## src/sv/pfde_pkg.sv

```systemverilog
// Package for the Playfair digraph encryptor.
// Holds the request codes, letter constants, controller states and the
// small letter and square helper functions. Depends on nothing.
`default_nettype none

package pfde_pkg;

    localparam int unsigned NUM_LETTERS = 26;
    localparam int unsigned SQ_CELLS    = 25;

    localparam logic [4:0] LETTER_I    = 5'd8;
    localparam logic [4:0] LETTER_J    = 5'd9;
    localparam logic [4:0] LETTER_X    = 5'd23;
    localparam logic [4:0] LAST_LETTER = 5'd25;
    localparam logic [4:0] CELL_COUNT  = 5'd25;

    localparam logic [7:0] ASCII_UP_A = 8'h41;
    localparam logic [7:0] ASCII_UP_Z = 8'h5A;
    localparam logic [7:0] ASCII_LO_A = 8'h61;
    localparam logic [7:0] ASCII_LO_Z = 8'h7A;
    localparam logic [7:0] CASE_DELTA = 8'h20;
    localparam logic [6:0] FILLER_RESET = 7'h58;

    localparam logic [2:0] ACT_NEW_KEY  = 3'd0;
    localparam logic [2:0] ACT_KEY_BYTE = 3'd1;
    localparam logic [2:0] ACT_FINISH   = 3'd2;
    localparam logic [2:0] ACT_TEXT     = 3'd3;
    localparam logic [2:0] ACT_END      = 3'd4;

    typedef enum logic [2:0] {
        ST_IDLE,
        ST_FINISH,
        ST_CELL_A,
        ST_CELL_B,
        ST_SQ_A,
        ST_SQ_B,
        ST_OUT1,
        ST_OUT2
    } pfde_state_t;

    typedef struct packed {
        logic       valid;
        logic [4:0] idx;
    } letter_t;

    // Upper-cases a byte, folds J into I and reports whether it is a letter.
    function automatic letter_t letter_index(input logic [7:0] b);
        letter_t    r;
        logic [7:0] u;
        logic [7:0] off;
        u = b;
        if (b >= ASCII_LO_A && b <= ASCII_LO_Z)
        begin
            u = b - CASE_DELTA;
        end
        off     = u - ASCII_UP_A;
        r.valid = (u >= ASCII_UP_A) && (u <= ASCII_UP_Z);
        r.idx   = off[4:0];
        if (r.idx == LETTER_J)
        begin
            r.idx = LETTER_I;
        end
        return r;
    endfunction

    // Row of a square cell 0..24.
    function automatic logic [2:0] cell_row(input logic [4:0] c);
        logic [2:0] r;
        if (c >= 5'd20)
        begin
            r = 3'd4;
        end
        else if (c >= 5'd15)
        begin
            r = 3'd3;
        end
        else if (c >= 5'd10)
        begin
            r = 3'd2;
        end
        else if (c >= 5'd5)
        begin
            r = 3'd1;
        end
        else
        begin
            r = 3'd0;
        end
        return r;
    endfunction

    // Column of a square cell 0..24.
    function automatic logic [2:0] cell_col(input logic [4:0] c);
        logic [4:0] base;
        logic [4:0] d;
        base = {2'b00, cell_row(c)} * 5'd5;
        d    = c - base;
        return d[2:0];
    endfunction

    // Step one place along a row or column, wrapping after the fifth.
    function automatic logic [2:0] wrap_inc(input logic [2:0] x);
        return (x == 3'd4) ? 3'd0 : x + 3'd1;
    endfunction

    function automatic logic [4:0] cell_at(input logic [2:0] r, input logic [2:0] c);
        return ({2'b00, r} * 5'd5) + {2'b00, c};
    endfunction

endpackage

`default_nettype wire

```

## src/sv/pfde_ifs.sv

```systemverilog
// Valid/ready channel interfaces of the Playfair digraph encryptor.
// The request channel carries action codes and raw bytes; the result
// channel carries cipher letters. Depends on nothing.
`default_nettype none

interface pfde_req_if;
    logic       valid;
    logic       ready;
    logic [2:0] action;
    logic [7:0] char_in;

    modport source (output valid, output action, output char_in, input ready);
    modport sink (input valid, input action, input char_in, output ready);
endinterface

interface pfde_rsp_if;
    logic       valid;
    logic       ready;
    logic [6:0] cipher_letter;
    logic       pair_end;
    logic       message_end;

    modport source (output valid, output cipher_letter, output pair_end,
                    output message_end, input ready);
    modport sink (input valid, input cipher_letter, input pair_end,
                  input message_end, output ready);
endinterface

`default_nettype wire

```

## src/sv/pfde_ram.sv

```systemverilog
// Generic single-write, single-read synchronous RAM with registered read.
// Used for the key square and the letter-to-cell table. No dependencies.
`default_nettype none

module pfde_ram #(
    parameter int DATA_W = 8,
    parameter int DEPTH  = 32
) (
    input  wire logic                       clk,
    input  wire logic                       wr_en,
    input  wire logic [$clog2(DEPTH)-1:0]   wr_addr,
    input  wire logic [DATA_W-1:0]          wr_data,
    input  wire logic                       rd_en,
    input  wire logic [$clog2(DEPTH)-1:0]   rd_addr,
    output      logic [DATA_W-1:0]          rd_data
);

    logic [DATA_W-1:0] mem [DEPTH];

    always_ff @(posedge clk)
    begin
        if (wr_en)
        begin
            mem[wr_addr] <= wr_data;
        end
        if (rd_en)
        begin
            rd_data <= mem[rd_addr];
        end
    end

endmodule

`default_nettype wire

```

## src/sv/playfair_digraph_encrypt.sv

```systemverilog
// Top level of the streaming Playfair digraph encryptor.
// Depends on pfde_pkg, the channel interfaces in pfde_ifs.sv and pfde_ram.
//
//  Channel   Direction  Handshake      Payload
//  req       in         valid/ready    action[2:0], char_in[7:0]
//  rsp       out        valid/ready    cipher_letter[6:0], pair_end, message_end
//  cfg       in         cfg_we only    cfg_wdata[6:0] (filler letter)
//
// A request that produces no letters (new key, key byte, a held text letter,
// anything dropped) is handled in ST_IDLE alone. Finishing the key sweeps the
// 26 letter codes one a cycle into the square, J skipped, limited by the single
// write port of each table. A request that completes a pair runs two reads of
// the cell table and two reads of the key square on their one read port, then
// one cipher letter per output state, each held while the result is stalled.
// Reset clears the control state and the seen flags; the two tables hold
// garbage until the key is built. One request is in flight at a time, so
// the request side waits while a result letter is stalled.
`default_nettype none

module playfair_digraph_encrypt
    import pfde_pkg::*;
(
    input  wire logic       clk,
    input  wire logic       rst_n,
    input  wire logic       cfg_we,
    input  wire logic [6:0] cfg_wdata,
    pfde_req_if.sink        req,
    pfde_rsp_if.source      rsp
);

    // Control state.
    pfde_state_t state_reg, state_next;
    logic [6:0]  filler_reg;
    logic [25:0] seen_reg, seen_next;
    logic [4:0]  fill_reg, fill_next;
    logic        key_ready_reg, key_ready_next;
    logic [4:0]  held_reg, held_next;
    logic        held_valid_reg, held_valid_next;
    logic [4:0]  sweep_reg, sweep_next;

    // Pair payload, carried through the lookup sequence.
    logic [4:0]  a_reg, a_next;
    logic [4:0]  b_reg, b_next;
    logic        fin_reg, fin_next;
    logic [4:0]  ca_reg;
    logic [4:0]  o2_reg;
    logic [4:0]  l1_reg;

    logic        req_take;
    letter_t     in_letter;
    letter_t     fill_letter;
    logic [4:0]  filler_idx;

    logic        place_en;
    logic [4:0]  place_idx;
    logic        place_wr;

    logic [4:0]  cell_rd_addr;
    logic [4:0]  cell_rd_data;
    logic        cell_rd_en;
    logic [4:0]  sq_rd_addr;
    logic [4:0]  sq_rd_data;
    logic        sq_rd_en;

    logic [2:0]  r1, c1, r2, c2;
    logic [4:0]  o1, o2;

    assign req.ready   = (state_reg == ST_IDLE);
    assign req_take    = req.valid && req.ready;
    assign in_letter   = letter_index(req.char_in);
    assign fill_letter = letter_index({1'b0, filler_reg});
    // A filler that is not a letter falls back to X.
    assign filler_idx  = fill_letter.valid ? fill_letter.idx : LETTER_X;

    // A letter is placed only once and only while the square has room.
    always_comb
    begin
        place_en  = 1'b0;
        place_idx = in_letter.idx;
        if (state_reg == ST_FINISH)
        begin
            place_idx = sweep_reg;
            place_en  = (sweep_reg != LETTER_J);
        end
        else if (req_take && req.action == ACT_KEY_BYTE)
        begin
            place_en = !key_ready_reg && in_letter.valid;
        end
    end

    assign place_wr = place_en && !seen_reg[place_idx] && (fill_reg < CELL_COUNT);

    // Both tables are written together: the square maps cell to letter and
    // the cell table maps letter back to cell. Writes happen only while the
    // key is being built and reads only after it is finished, so the two
    // never touch the same entry in the same cycle.
    pfde_ram #(
        .DATA_W (5),
        .DEPTH  (25)
    ) u_key_square (
        .clk     (clk),
        .wr_en   (place_wr),
        .wr_addr (fill_reg),
        .wr_data (place_idx),
        .rd_en   (sq_rd_en),
        .rd_addr (sq_rd_addr),
        .rd_data (sq_rd_data)
    );

    pfde_ram #(
        .DATA_W (5),
        .DEPTH  (26)
    ) u_letter_cell (
        .clk     (clk),
        .wr_en   (place_wr),
        .wr_addr (place_idx),
        .wr_data (fill_reg),
        .rd_en   (cell_rd_en),
        .rd_addr (cell_rd_addr),
        .rd_data (cell_rd_data)
    );

    // The cell of the first letter is latched in ST_CELL_B; the cell of the
    // second letter arrives from the table in ST_SQ_A, where the Playfair
    // rule picks the two output cells.
    always_comb
    begin
        r1 = cell_row(ca_reg);
        c1 = cell_col(ca_reg);
        r2 = cell_row(cell_rd_data);
        c2 = cell_col(cell_rd_data);
        if (r1 == r2)
        begin
            o1 = cell_at(r1, wrap_inc(c1));
            o2 = cell_at(r2, wrap_inc(c2));
        end
        else if (c1 == c2)
        begin
            o1 = cell_at(wrap_inc(r1), c1);
            o2 = cell_at(wrap_inc(r2), c2);
        end
        else
        begin
            o1 = cell_at(r1, c2);
            o2 = cell_at(r2, c1);
        end
    end

    assign cell_rd_en   = (state_reg == ST_CELL_A) || (state_reg == ST_CELL_B);
    assign cell_rd_addr = (state_reg == ST_CELL_A) ? a_reg : b_reg;
    // The second square read is left in the RAM output register, which then
    // holds the second cipher letter through both output states.
    assign sq_rd_en     = (state_reg == ST_SQ_A) || (state_reg == ST_SQ_B);
    assign sq_rd_addr   = (state_reg == ST_SQ_A) ? o1 : o2_reg;

    assign rsp.valid         = (state_reg == ST_OUT1) || (state_reg == ST_OUT2);
    assign rsp.cipher_letter = (state_reg == ST_OUT2)
                             ? 7'(ASCII_UP_A) + {2'b00, sq_rd_data}
                             : 7'(ASCII_UP_A) + {2'b00, l1_reg};
    assign rsp.pair_end      = (state_reg == ST_OUT2);
    assign rsp.message_end   = (state_reg == ST_OUT2) && fin_reg;

    // Next state and request handling.
    always_comb
    begin
        state_next      = state_reg;
        seen_next       = seen_reg;
        fill_next       = fill_reg;
        key_ready_next  = key_ready_reg;
        held_next       = held_reg;
        held_valid_next = held_valid_reg;
        sweep_next      = sweep_reg;
        a_next          = a_reg;
        b_next          = b_reg;
        fin_next        = fin_reg;

        case (state_reg)
            ST_IDLE:
            begin
                if (req_take)
                begin
                    case (req.action)
                        ACT_NEW_KEY:
                        begin
                            seen_next       = '0;
                            fill_next       = 5'd0;
                            key_ready_next  = 1'b0;
                            held_valid_next = 1'b0;
                        end
                        ACT_FINISH:
                        begin
                            if (!key_ready_reg)
                            begin
                                sweep_next = 5'd0;
                                state_next = ST_FINISH;
                            end
                        end
                        ACT_TEXT:
                        begin
                            if (key_ready_reg && in_letter.valid)
                            begin
                                if (!held_valid_reg)
                                begin
                                    held_next       = in_letter.idx;
                                    held_valid_next = 1'b1;
                                end
                                else
                                begin
                                    a_next     = held_reg;
                                    fin_next   = 1'b0;
                                    state_next = ST_CELL_A;
                                    if (in_letter.idx == held_reg)
                                    begin
                                        // Doubled letter: filler goes in, the
                                        // repeat opens the next pair.
                                        b_next = filler_idx;
                                    end
                                    else
                                    begin
                                        b_next          = in_letter.idx;
                                        held_valid_next = 1'b0;
                                    end
                                end
                            end
                        end
                        ACT_END:
                        begin
                            if (key_ready_reg && held_valid_reg)
                            begin
                                a_next          = held_reg;
                                b_next          = filler_idx;
                                fin_next        = 1'b1;
                                held_valid_next = 1'b0;
                                state_next      = ST_CELL_A;
                            end
                        end
                        default:
                        begin
                        end
                    endcase
                end
            end
            ST_FINISH:
            begin
                if (sweep_reg == LAST_LETTER)
                begin
                    key_ready_next  = 1'b1;
                    held_valid_next = 1'b0;
                    state_next      = ST_IDLE;
                end
                else
                begin
                    sweep_next = sweep_reg + 5'd1;
                end
            end
            ST_CELL_A: state_next = ST_CELL_B;
            ST_CELL_B: state_next = ST_SQ_A;
            ST_SQ_A:   state_next = ST_SQ_B;
            ST_SQ_B:   state_next = ST_OUT1;
            ST_OUT1:
            begin
                if (rsp.ready)
                begin
                    state_next = ST_OUT2;
                end
            end
            ST_OUT2:
            begin
                if (rsp.ready)
                begin
                    state_next = ST_IDLE;
                end
            end
            default: state_next = ST_IDLE;
        endcase

        if (place_wr)
        begin
            seen_next[place_idx] = 1'b1;
            fill_next            = fill_reg + 5'd1;
        end
    end

    always_ff @(posedge clk or negedge rst_n)
    begin
        if (!rst_n)
        begin
            state_reg      <= ST_IDLE;
            filler_reg     <= FILLER_RESET;
            seen_reg       <= '0;
            fill_reg       <= 5'd0;
            key_ready_reg  <= 1'b0;
            held_reg       <= 5'd0;
            held_valid_reg <= 1'b0;
            sweep_reg      <= 5'd0;
        end
        else
        begin
            state_reg      <= state_next;
            seen_reg       <= seen_next;
            fill_reg       <= fill_next;
            key_ready_reg  <= key_ready_next;
            held_reg       <= held_next;
            held_valid_reg <= held_valid_next;
            sweep_reg      <= sweep_next;
            if (cfg_we)
            begin
                filler_reg <= cfg_wdata;
            end
        end
    end

    // Pair payload needs no reset.
    always_ff @(posedge clk)
    begin
        a_reg   <= a_next;
        b_reg   <= b_next;
        fin_reg <= fin_next;
        if (state_reg == ST_CELL_B)
        begin
            ca_reg <= cell_rd_data;
        end
        if (state_reg == ST_SQ_A)
        begin
            o2_reg <= o2;
        end
        if (state_reg == ST_SQ_B)
        begin
            l1_reg <= sq_rd_data;
        end
    end

endmodule

`default_nettype wire

```

## src/flat_wrapper.sv

```systemverilog
// flat-port wrapper written by rule: the top's interface ports become plain ports
module playfair_digraph_encrypt_flat import pfde_pkg::*;
  (clk, rst_n, cfg_we, cfg_wdata, req_valid, req_action, req_char_in, req_ready, rsp_valid, rsp_cipher_letter, rsp_pair_end, rsp_message_end, rsp_ready);
  pfde_req_if req_i ();
  pfde_rsp_if rsp_i ();
  input  wire logic clk;
  input  wire logic rst_n;
  input  wire logic cfg_we;
  input  wire logic [6:0] cfg_wdata;
  input wire logic [$bits(req_i.valid)-1:0] req_valid;
  input wire logic [$bits(req_i.action)-1:0] req_action;
  input wire logic [$bits(req_i.char_in)-1:0] req_char_in;
  output wire logic [$bits(req_i.ready)-1:0] req_ready;
  output wire logic [$bits(rsp_i.valid)-1:0] rsp_valid;
  output wire logic [$bits(rsp_i.cipher_letter)-1:0] rsp_cipher_letter;
  output wire logic [$bits(rsp_i.pair_end)-1:0] rsp_pair_end;
  output wire logic [$bits(rsp_i.message_end)-1:0] rsp_message_end;
  input wire logic [$bits(rsp_i.ready)-1:0] rsp_ready;
  assign req_i.valid = req_valid;
  assign req_i.action = req_action;
  assign req_i.char_in = req_char_in;
  assign req_ready = req_i.ready;
  assign rsp_valid = rsp_i.valid;
  assign rsp_cipher_letter = rsp_i.cipher_letter;
  assign rsp_pair_end = rsp_i.pair_end;
  assign rsp_message_end = rsp_i.message_end;
  assign rsp_i.ready = rsp_ready;
  playfair_digraph_encrypt u_core (.clk(clk), .rst_n(rst_n), .cfg_we(cfg_we), .cfg_wdata(cfg_wdata), .req(req_i), .rsp(rsp_i));
endmodule
```

## config.mk

```make
export PLATFORM = sky130hd
export DESIGN_NAME = playfair_digraph_encrypt_flat
export DESIGN_NICKNAME = d
export VERILOG_FILES = /design/src/sv/pfde_pkg.sv /design/src/sv/pfde_ifs.sv /design/src/sv/pfde_ram.sv /design/src/sv/playfair_digraph_encrypt.sv /design/src/flat_wrapper.sv
export SDC_FILE = /design/constraint.sdc
export NUM_CORES = 1
export LEC_CHECK = 0
export ABC_AREA = 1
export BUFFER_PORTS_ARGS = -buffer_cell sky130_fd_sc_hd__buf_4
export CORE_MARGIN = 3
export CORE_UTILIZATION = 35
export DETAILED_ROUTE_END_ITERATION = 7
export SYNTH_ARGS = -nofsm -noshare
export SYNTH_HDL_FRONTEND = slang
export SYNTH_SLANG_ARGS = --single-unit
export TNS_END_PERCENT = 100
```

## constraint.sdc

```tcl
create_clock -name clk -period 6.3 [get_ports clk]
set_clock_uncertainty 0.15 [all_clocks]
set_input_delay 0.945 -clock clk [delete_from_list [all_inputs] [get_ports clk]]
set_output_delay 0.945 -clock clk [all_outputs]
set_load 0.005 [all_outputs]
```

==> results.yml, run 1 <==
detailed_routing:
  dr_total_vias: 12340
  wl_per_cell_microns: 17.04
  wl_microns: 41300
  antenna_left: 0
  firstDrtPassIters: 5
  vias_per_cell: 5.094
  first_iter_violations: 1026
  drc: 0
logic_synthesis:
  seq_area_frac_synth: 0.5817
  synth_top_area_frac: 0.5049
  yosys_warnings: 0
  ys_types: 57
  synth_most_common_cell: "nand2_1"
  avgSynthCellArea_sq_um: 10.03
  synthTopCellsByArea: "edfxtp_1 (50%), dfrtp_1 (7.2%), nand2_1 (6.4%)"
  synthArstFlopShare: 0.1541
  syn_area_sq_um: 17310
  synth-edff-count: 291
  synth_area_leader_cell: "edfxtp_1"
  synth_ff_type: "edfxtp_1"
  synth_seq_cells: 344
  synth_nets: 1807
  synth_cells: 1725
  synth_commonest_cells: "nand2_1 (296), edfxtp_1 (291), inv_1 (203)"
critical_path:
  arrival_ns: 5.53
  path_max_fanout: 16
  critPathLaunchType: "register"
  crit_required_ns: 6.42
  cp-end-kind: "register"
  crit_top_cell: "nand2_1"
  max_stage_delay_ns: 0.66
  path_class: "reg -> reg"
  slowest_stage: "fa_1"
cells_and_area:
  drive_above_1_share: 0.09960
  syn_to_final_growth_pct: 12.33
  fillCellCount: 4741
  utilization: 0.4030
  fin_nets: 1821
  multiInputGateArea_sq_um: 6062
  largest_reg_flops: 130
  diodes: 0
  register_area_sq_um: 10070
power_and_ir_drop:
  leakagePower_uw: 0.007556
  peakVddDrop_v: 0.0002621
  powerDensity_nw_per_um2: 517.5
cts:
  clock_sinks: 344
  hold_buffers: 0
  post_cts_resized: 0
  post_cts_buffers: 0
  cts_tree: "done"
  clkTransAtPathRegs_ns: 0.06
  ctsRootBufferMaster: "clkbuf_16"
  clk-insertion-delay-late_ns: 0.53
  clk_path_buf_depth: 3
  cts_max_level: 2
  numCtsBuffers: 37
sta:
  setup_tns_ns: 0
  slew_headroom: 0.2315
  fin_hold_ws_ns: 0.3114
  clock.fmax_ghz: 0.1849
  fin_crit_sh: 0.8587
  setup_violations: 0
  post-route-min-period_ns: 5.410
  tightestPinTransition_ns: 1.153
  rsz0062_at_grt: "false"
  maxSlewViolCount: 0
  hold_viol: 0
global_routing:
  grt_max_degree: 83
  gr-total-overflow: 0
  antenna_found_initial: 0
  grtUsageTotal: 0.1569
  grt_pass1_vias: 12270
  grt_pass1_wl_microns: 66570
flow_run:
  cap_violations: 0
floorplan:
  core_sq_um: 48250
  start_util: 0.3587
  rows: 80
  ios: 34
  dieHeight_microns: 228.4
  dieArea_sq_um: 52160
  die_width_microns: 228.4
run_status:
  status: "completed"
place:
  port_buffers: 32
  gp_congestion: 0.8716
  hpwlAfterDp_microns: 27270
hold_path:
  hold_class: "in -> async"
[cell usage in the layout (no fill, tap or decap), types with 8 or more instances in the layout]
cell / synthesis / final
nand2_1: 296 / 293
edfxtp_1: 291 / 291
inv_1: 203 / 203
nand3_1: 192 / 192
nor2_1: 151 / 151
o21ai_0: 127 / 126
ha_1: 51 / 51
buf_4: 3 / 50
dfrtp_1: 50 / 50
clkbuf_16: 0 / 37
nor3_1: 33 / 33
o21ai_1: 27 / 26
o221ai_1: 23 / 23
a21oi_1: 23 / 21
nor3_2: 19 / 19
xor2_1: 17 / 17
nand3b_1: 15 / 15
inv_2: 12 / 12
xnor2_1: 11 / 11
a22oi_1: 10 / 10
clkinv_1: 3 / 10
o22ai_1: 10 / 10
o211ai_1: 10 / 10
fa_1: 8 / 8
[layout make-up]
cell class,count,area share
flip-flops and latches,344,0.5179
multi-input cells,1087,0.3118
clock buffers,46,0.05039
well taps,656,0.04222
inverters,218,0.04209
repair buffers,51,0.02034
clock inverters,21,0.01532
[power breakdown]
| part | total, uW | leakage [uW] | internal [uW] | switching (uW) |
|---|---|---|---|---|
| combinational | 4670 | 0.00365 | 1460 | 3220 |
| sequential | 3110 | 0.00328 | 2950 | 161 |
| clock | 2280 | 0.000622 | 1400 | 881 |
[worst paths after layout]
kind                                                startpoint                        endpoint  slack (ns)  depth (start not counted)
worst min-delay path                                     rst_n            u_core.filler_reg[2]        0.31                          1
max in group asynchronous                                rst_n             u_core.state_reg[2]        5.21                          1
worst max register to register                u_core.ca_reg[2]  u_core.u_key_square.rd_data[4]        0.89                         27
worst min register to register  u_core.u_key_square.rd_data[0]                u_core.l1_reg[0]        0.32                          0
worst max-delay path                          u_core.ca_reg[2]  u_core.u_key_square.rd_data[4]        0.89                         27
min in group clk                u_core.u_key_square.rd_data[0]                u_core.l1_reg[0]        0.32                          0
[worst max-delay path: cells and delay by family (launching register included)]
kind | cells | cell delay, ns
compound gates | 3 | 0.52
xor+xnor | 1 | 0.16
simple gates | 12 | 1.30
buf+inv | 6 | 0.96
fa+ha+maj | 5 | 1.61
flops | 1 | 0.46
[per-stage QoR]
| step | worst slack [ns] | instances | instance area (sq um) | power [uW] |
|---|---|---|---|---|
| after floorplan | 1.923 | 1725 | 17310 | 6460 |
| after global placement | 1.016 | 2356 | 18160 | 7751 |
| after detailed placement | 0.9140 | 2356 | 18160 | 7800 |
| after CTS | 0.9271 | 2423 | 19440 | 10100 |
| after global routing | 0.3816 | 2423 | 19440 | 10860 |
| final | 0.8904 | 2423 | 19440 | 10060 |
[layer usage]
layer | up-vias | GRT usage | routed length (microns)
li1 | 5937 | - | -
met4 | 0 | 0.04361 | 876
met1 | 5979 | 0.2122 | 18460
met3 | 68 | 0.02044 | 2227
met2 | 359 | 0.2660 | 19730
met5 | - | 0 | 0
[kinds of logic after synthesis]
group,share of synthesized area
simple gates,0.1953
flops,0.5817
buf+inv,0.06976
compound gates,0.08776
fa+ha+maj,0.04612
xor+xnor,0.01670
mux,0.002458
other cells,0.0002167
Power figures use the tool's default switching activity.
==> run 2, diff against run 1 <==
==> constraint.sdc (replaced) <==
create_clock -name clk -period 4.96 [get_ports clk]
set_clock_uncertainty 0.15 [all_clocks]
set_input_delay 0.744 -clock clk [delete_from_list [all_inputs] [get_ports clk]]
set_output_delay 0.744 -clock clk [all_outputs]
set_load 0.005 [all_outputs]
==> results.yml, run 2 (synthesis gave the netlist of run 1 again) <==
cts:
  ctsRootBufferMaster: "clkbuf_16"
  clk_path_buf_depth: 3
  clkTransAtPathRegs_ns: 0.06
  cts_tree: "done"
  cts_max_level: 2
  clk-insertion-delay-late_ns: 0.56
  clock_sinks: 344
  hold_buffers: 0
  numCtsBuffers: 38
sta:
  setup_violations: 0
  tightestPinTransition_ns: 1.105
  hold_viol: 0
  maxSlewViolCount: 0
  setup_tns_ns: 0
  slew_headroom: 0.2559
  post-route-min-period_ns: 4.589
  rsz0062_at_grt: "false"
  clock.fmax_ghz: 0.2179
  fin_crit_sh: 0.9253
detailed_routing:
  wl_per_cell_microns: 17.18
  drc: 0
  firstDrtPassIters: 7
  dr_total_vias: 12390
  first_iter_violations: 991
  vias_per_cell: 5.060
  antenna_left: 0
  wl_microns: 42070
critical_path:
  cp-end-kind: "register"
  crit_family: "adder cells"
  slowest_stage: "fa_2"
  path_max_fanout: 7
  critPathBufInv: 8
  path_class: "reg -> reg"
  crit_required_ns: 5.11
  critPathLaunchType: "register"
  max_stage_delay_ns: 0.59
  arrival_ns: 4.74
global_routing:
  grt_max_degree: 61
  grtUsageTotal: 0.1594
  grt_pass1_wl_microns: 66730
  antenna_found_initial: 0
  grt_pass1_vias: 12250
  gr-total-overflow: 0
floorplan:
  dieArea_sq_um: 52160
  rows: 80
  die_width_microns: 228.4
  ios: 34
  start_util: 0.3587
  dieHeight_microns: 228.4
  core_sq_um: 48250
cells_and_area:
  largest_reg_flops: 130
  final_cells: 2449
  fin_nets: 1845
  diodes: 0
  fillCellCount: 4690
  drive_above_1_share: 0.1233
  mostFrequentLayoutCells: "nand2_1 (291), edfxtp_1 (291), inv_1 (201)"
  syn_to_final_growth_pct: 14.77
power_and_ir_drop:
  leakagePower_uw: 0.007759
  powerDensity_nw_per_um2: 672.6
  peakVddDrop_v: 0.0003327
  power_uw: 13360
place:
  hpwlAfterDp_microns: 27830
  gp_congestion: 0.8614
  dp.cells: 2374
  port_buffers: 32
run_status:
  status: "completed"
hold_path:
  hold_class: "in -> async"
flow_run:
  cap_violations: 0
-- run 2: cell types whose count changed in the layout (fill, tap and decap cells not counted), sizes merged --
cell      delta
clkinv       +1
inv          -1
buf         +22
clkinvlp     +5
bufinv       +1
clkbuf       -2
-- run 2: layer usage --
layer,vias up,share of wire,track usage,wire [microns]
met4,0,0.033,0.06058,1372
met5,-,0,0,0
met2,358,0.47,0.2600,19740
li1,5994,-,-,-
met3,87,0.062,0.03265,2597
met1,5953,0.44,0.2098,18360
-- run 2: worst register-to-register path: stages (launching register included) --
cell and delay [ns]:
edfxtp_1 0.44, buf_4 0.17, nor2_1 0.14, nor2_2 0.10
inv_1 0.10, nand2_1 0.10, inv_2 0.10, ha_1 0.15
inv_1 0.05, fa_2 0.59, inv_1 0.10, ha_1 0.20
a21oi_1 0.15, ha_1 0.16, inv_1 0.06, fa_1 0.41
xor2_1 0.14, o21ai_0 0.09, inv_1 0.06, nand2_1 0.08
o21ai_4 0.14, buf_4 0.25, nand3_1 0.15, nand3_1 0.11
nand2_1 0.05, nand2_1 0.05, nand2_1 0.05
-- run 2: layout make-up --
type / count / area [sq um] / share of cell area
Sequential cell: 344 / 10070 / 0.5069
Multi-Input combinational cell: 1087 / 6093 / 0.3068
Clock buffer: 44 / 1057 / 0.05322
Inverter: 218 / 822.0 / 0.04138
Tap cell: 656 / 820.8 / 0.04132
Timing Repair Buffer: 73 / 626.9 / 0.03156
Clock inverter: 26 / 367.9 / 0.01852
Timing Repair inverter: 1 / 7.507 / 0.0003779
-- run 2: final timing paths --
kind / cells after the start / slack [ns] / start / to
worst min register to register: 2 / 0.34 / u_core.seen_reg[0] / u_core.seen_reg[0]
worst max register to register: 26 / 0.37 / u_core.ca_reg[2] / u_core.u_key_square.rd_data[3]
worst min-delay path: 1 / 0.09 / rst_n / u_core.filler_reg[5]
min in group clk: 3 / 0.25 / cfg_wdata[5] / u_core.filler_reg[5]
max in group asynchronous: 1 / 4.07 / rst_n / u_core.fill_reg[1]
worst max-delay path: 26 / 0.37 / u_core.ca_reg[2] / u_core.u_key_square.rd_data[3]
-- run 2: per-stage QoR --
stage / hold slack (ns) / utilization / cell area [sq um] / setup slack [ns]
after floorplan: 0.2708 / - / 17310 / 0.5830
after global placement: 0.3215 / 0.3806 / 18360 / 0.2429
after detailed placement: 0.3289 / 0.3806 / 18360 / 0.1711
after CTS: 0.1000 / 0.4101 / 19790 / 0.1525
after global routing: 0.1293 / 0.4117 / 19860 / 0.007386
final: 0.08857 / 0.4117 / 19860 / 0.3707
-- run 2: what timing repair did --
item	in CTS	in global routing
setup buffers	0	3
endpoints found under the setup margin	0	5
resized for setup	0	17
-- run 2: report_power, final --
group / switching, uW / total (uW) / internal [uW]
clock network: 1190 / 3140 / 1960
logic: 4200 / 6270 / 2060
registers: 202 / 3950 / 3740
==> run 3, diff against run 2 <==
==> constraint.sdc (replaced) <==
create_clock -name clk -period 5.15 [get_ports clk]
set_clock_uncertainty 0.15 [all_clocks]
set_input_delay 0.7725 -clock clk [delete_from_list [all_inputs] [get_ports clk]]
set_output_delay 0.7725 -clock clk [all_outputs]
set_load 0.005 [all_outputs]
==> results.yml, run 3 (synthesis gave the netlist of run 1 again) <==
run_status:
  status: "completed"
sta:
  slew_headroom: 0.2901
  fin_hold_ws_ns: 0.1432
  hold_viol: 0
  maxSlewViolCount: 0
  post-route-min-period_ns: 4.712
  tightestPinTransition_ns: 1.035
  setup_tns_ns: 0
  setup_violations: 0
  fin_crit_sh: 0.9149
  rsz0062_at_grt: "false"
  clock.fmax_ghz: 0.2122
cts:
  clock_sinks: 344
  numCtsBuffers: 38
  clk-insertion-delay-late_ns: 0.55
  ctsRootBufferMaster: "clkbuf_16"
  post_cts_buffers: 0
  cts_max_level: 2
  clk_path_buf_depth: 3
  cts_tree: "done"
  clkTransAtPathRegs_ns: 0.07
cells_and_area:
  syn_to_final_growth_pct: 12.82
  stdcell_area_sq_um: 19530
  final_common_cell: "nand2_1"
  mostFrequentLayoutCells: "nand2_1 (292), edfxtp_1 (291), inv_1 (202)"
  drive_above_1_share: 0.1092
  largest_reg_flops: 130
  diodes: 0
  utilization: 0.4047
  fin_nets: 1839
power_and_ir_drop:
  internal_power_uw: 6990
  power.share.clock: 0.212
  switchingPower_uw: 5248
  leakagePower_uw: 0.007603
  powerDensity_nw_per_um2: 626.8
  power_frac_seq: 0.310
  switching_share: 0.4288
  power_frac_comb: 0.478
  peakVddDrop_v: 0.0002895
critical_path:
  critPathLaunchType: "register"
  path_max_fanout: 30
  crit_top_cell: "nand2_1"
  ff2ff_setup_slack_ns: 0.44
  max_stage_delay_ns: 0.59
  arrival_ns: 4.84
  path_class: "reg -> reg"
  cp-end-kind: "register"
  crit_required_ns: 5.28
  slowest_stage: "fa_2"
detailed_routing:
  wl_met2_microns: 19430
  firstDrtPassIters: 5
  wl_met1_microns: 19160
  top_layer_used: "met5"
  first_iter_violations: 943
  drc: 0
  antenna_left: 0
  wl_microns: 41690
  wl_per_cell_microns: 17.08
  vias_per_cell: 5.036
  dr_total_vias: 12290
  met3_wirelength_microns: 2166
global_routing:
  grt_max_degree: 67
  grt_pass1_wl_microns: 66520
  antenna_found_initial: 1
  grtUsageTotal: 0.1570
  gr-total-overflow: 0
  grt_pass1_vias: 12130
floorplan:
  rows: 80
  die_width_microns: 228.4
  dieHeight_microns: 228.4
  core_sq_um: 48250
  start_util: 0.3587
  dieArea_sq_um: 52160
  ios: 34
place:
  port_buffers: 32
  gp_congestion: 0.8401
  hpwlAfterDp_microns: 27640
  post_dp_cell_area_sq_um: 18310
hold_path:
  hold_class: "in -> async"
flow_run:
  cap_violations: 0
## run 3: cell count changes in the layout (fill, tap and decap cells not counted), sizes merged
cell / previous run / this run
clkinvlp: 5 / 2
clkinv: 17 / 19
bufinv: 8 / 2
buf: 73 / 68
clkbuf: 44 / 47
inv: 215 / 216
## run 3: worst max-delay path: cells and delay by family, from the launching register on
kind	cells	cell delay [ns]
simple gates	12	1.13
fa+ha+maj	5	1.59
buf+inv	6	0.80
flops	1	0.46
compound gates	3	0.29
## run 3: cell type report
class                      count  area (sq um)
multi-input combinational   1087          6068
inverter                     218         822.0
sequential                   344         10070
clock inverter                21         200.2
clock buffer                  47         994.7
timing repair buffer          68         551.8
fill                        4764         28720
tap                          656         820.8
## run 3: worst paths after layout
path	start	endpoint	cells past startpoint
setup / recovery	u_core.ca_reg[2]	u_core.u_key_square.rd_data[2]	26
hold / removal	rst_n	u_core.filler_reg[2]	1
setup reg to reg	u_core.ca_reg[2]	u_core.u_key_square.rd_data[2]	26
hold reg to reg	u_core.seen_reg[9]	u_core.seen_reg[9]	2
max in group asynchronous	rst_n	u_core.state_reg[2]	1
min in group clk	cfg_wdata[6]	u_core.filler_reg[6]	3
## run 3: what timing repair did
item / in CTS / in global routing
gates resized for setup: 0 / 10
setup endpoints to repair: 0 / 5
hold buffers: 0 / 0
## run 3: per-stage QoR
stage	cells	total power, uW	setup slack, ns
floorplan	1725	7902	0.7730
global placement	2373	9627	0.3971
CTS	2441	12290	0.2779
finish	2441	12240	0.4382
global route	2441	13200	0.01076
detailed placement	2373	9666	0.3227
## run 3: power groups by stage
stage          Sequential, uW  Clock [uW]  Combinational, uW
6_report                 3790        2590               5850
5_1_grt                  3820        2750               6620
4_1_cts                  3790        2650               5850
3_5_place_dp             3850           0               5820
3_3_place_gp             3840           0               5790
2_1_floorplan            3820           0               4080
## run 3: metal layers
layer  vias to the layer above  track usage
met4                         2      0.04301
met2                       306       0.2555
met5                         -            0
met3                        60      0.02343
met1                      5941       0.2196
li1                       5985            -
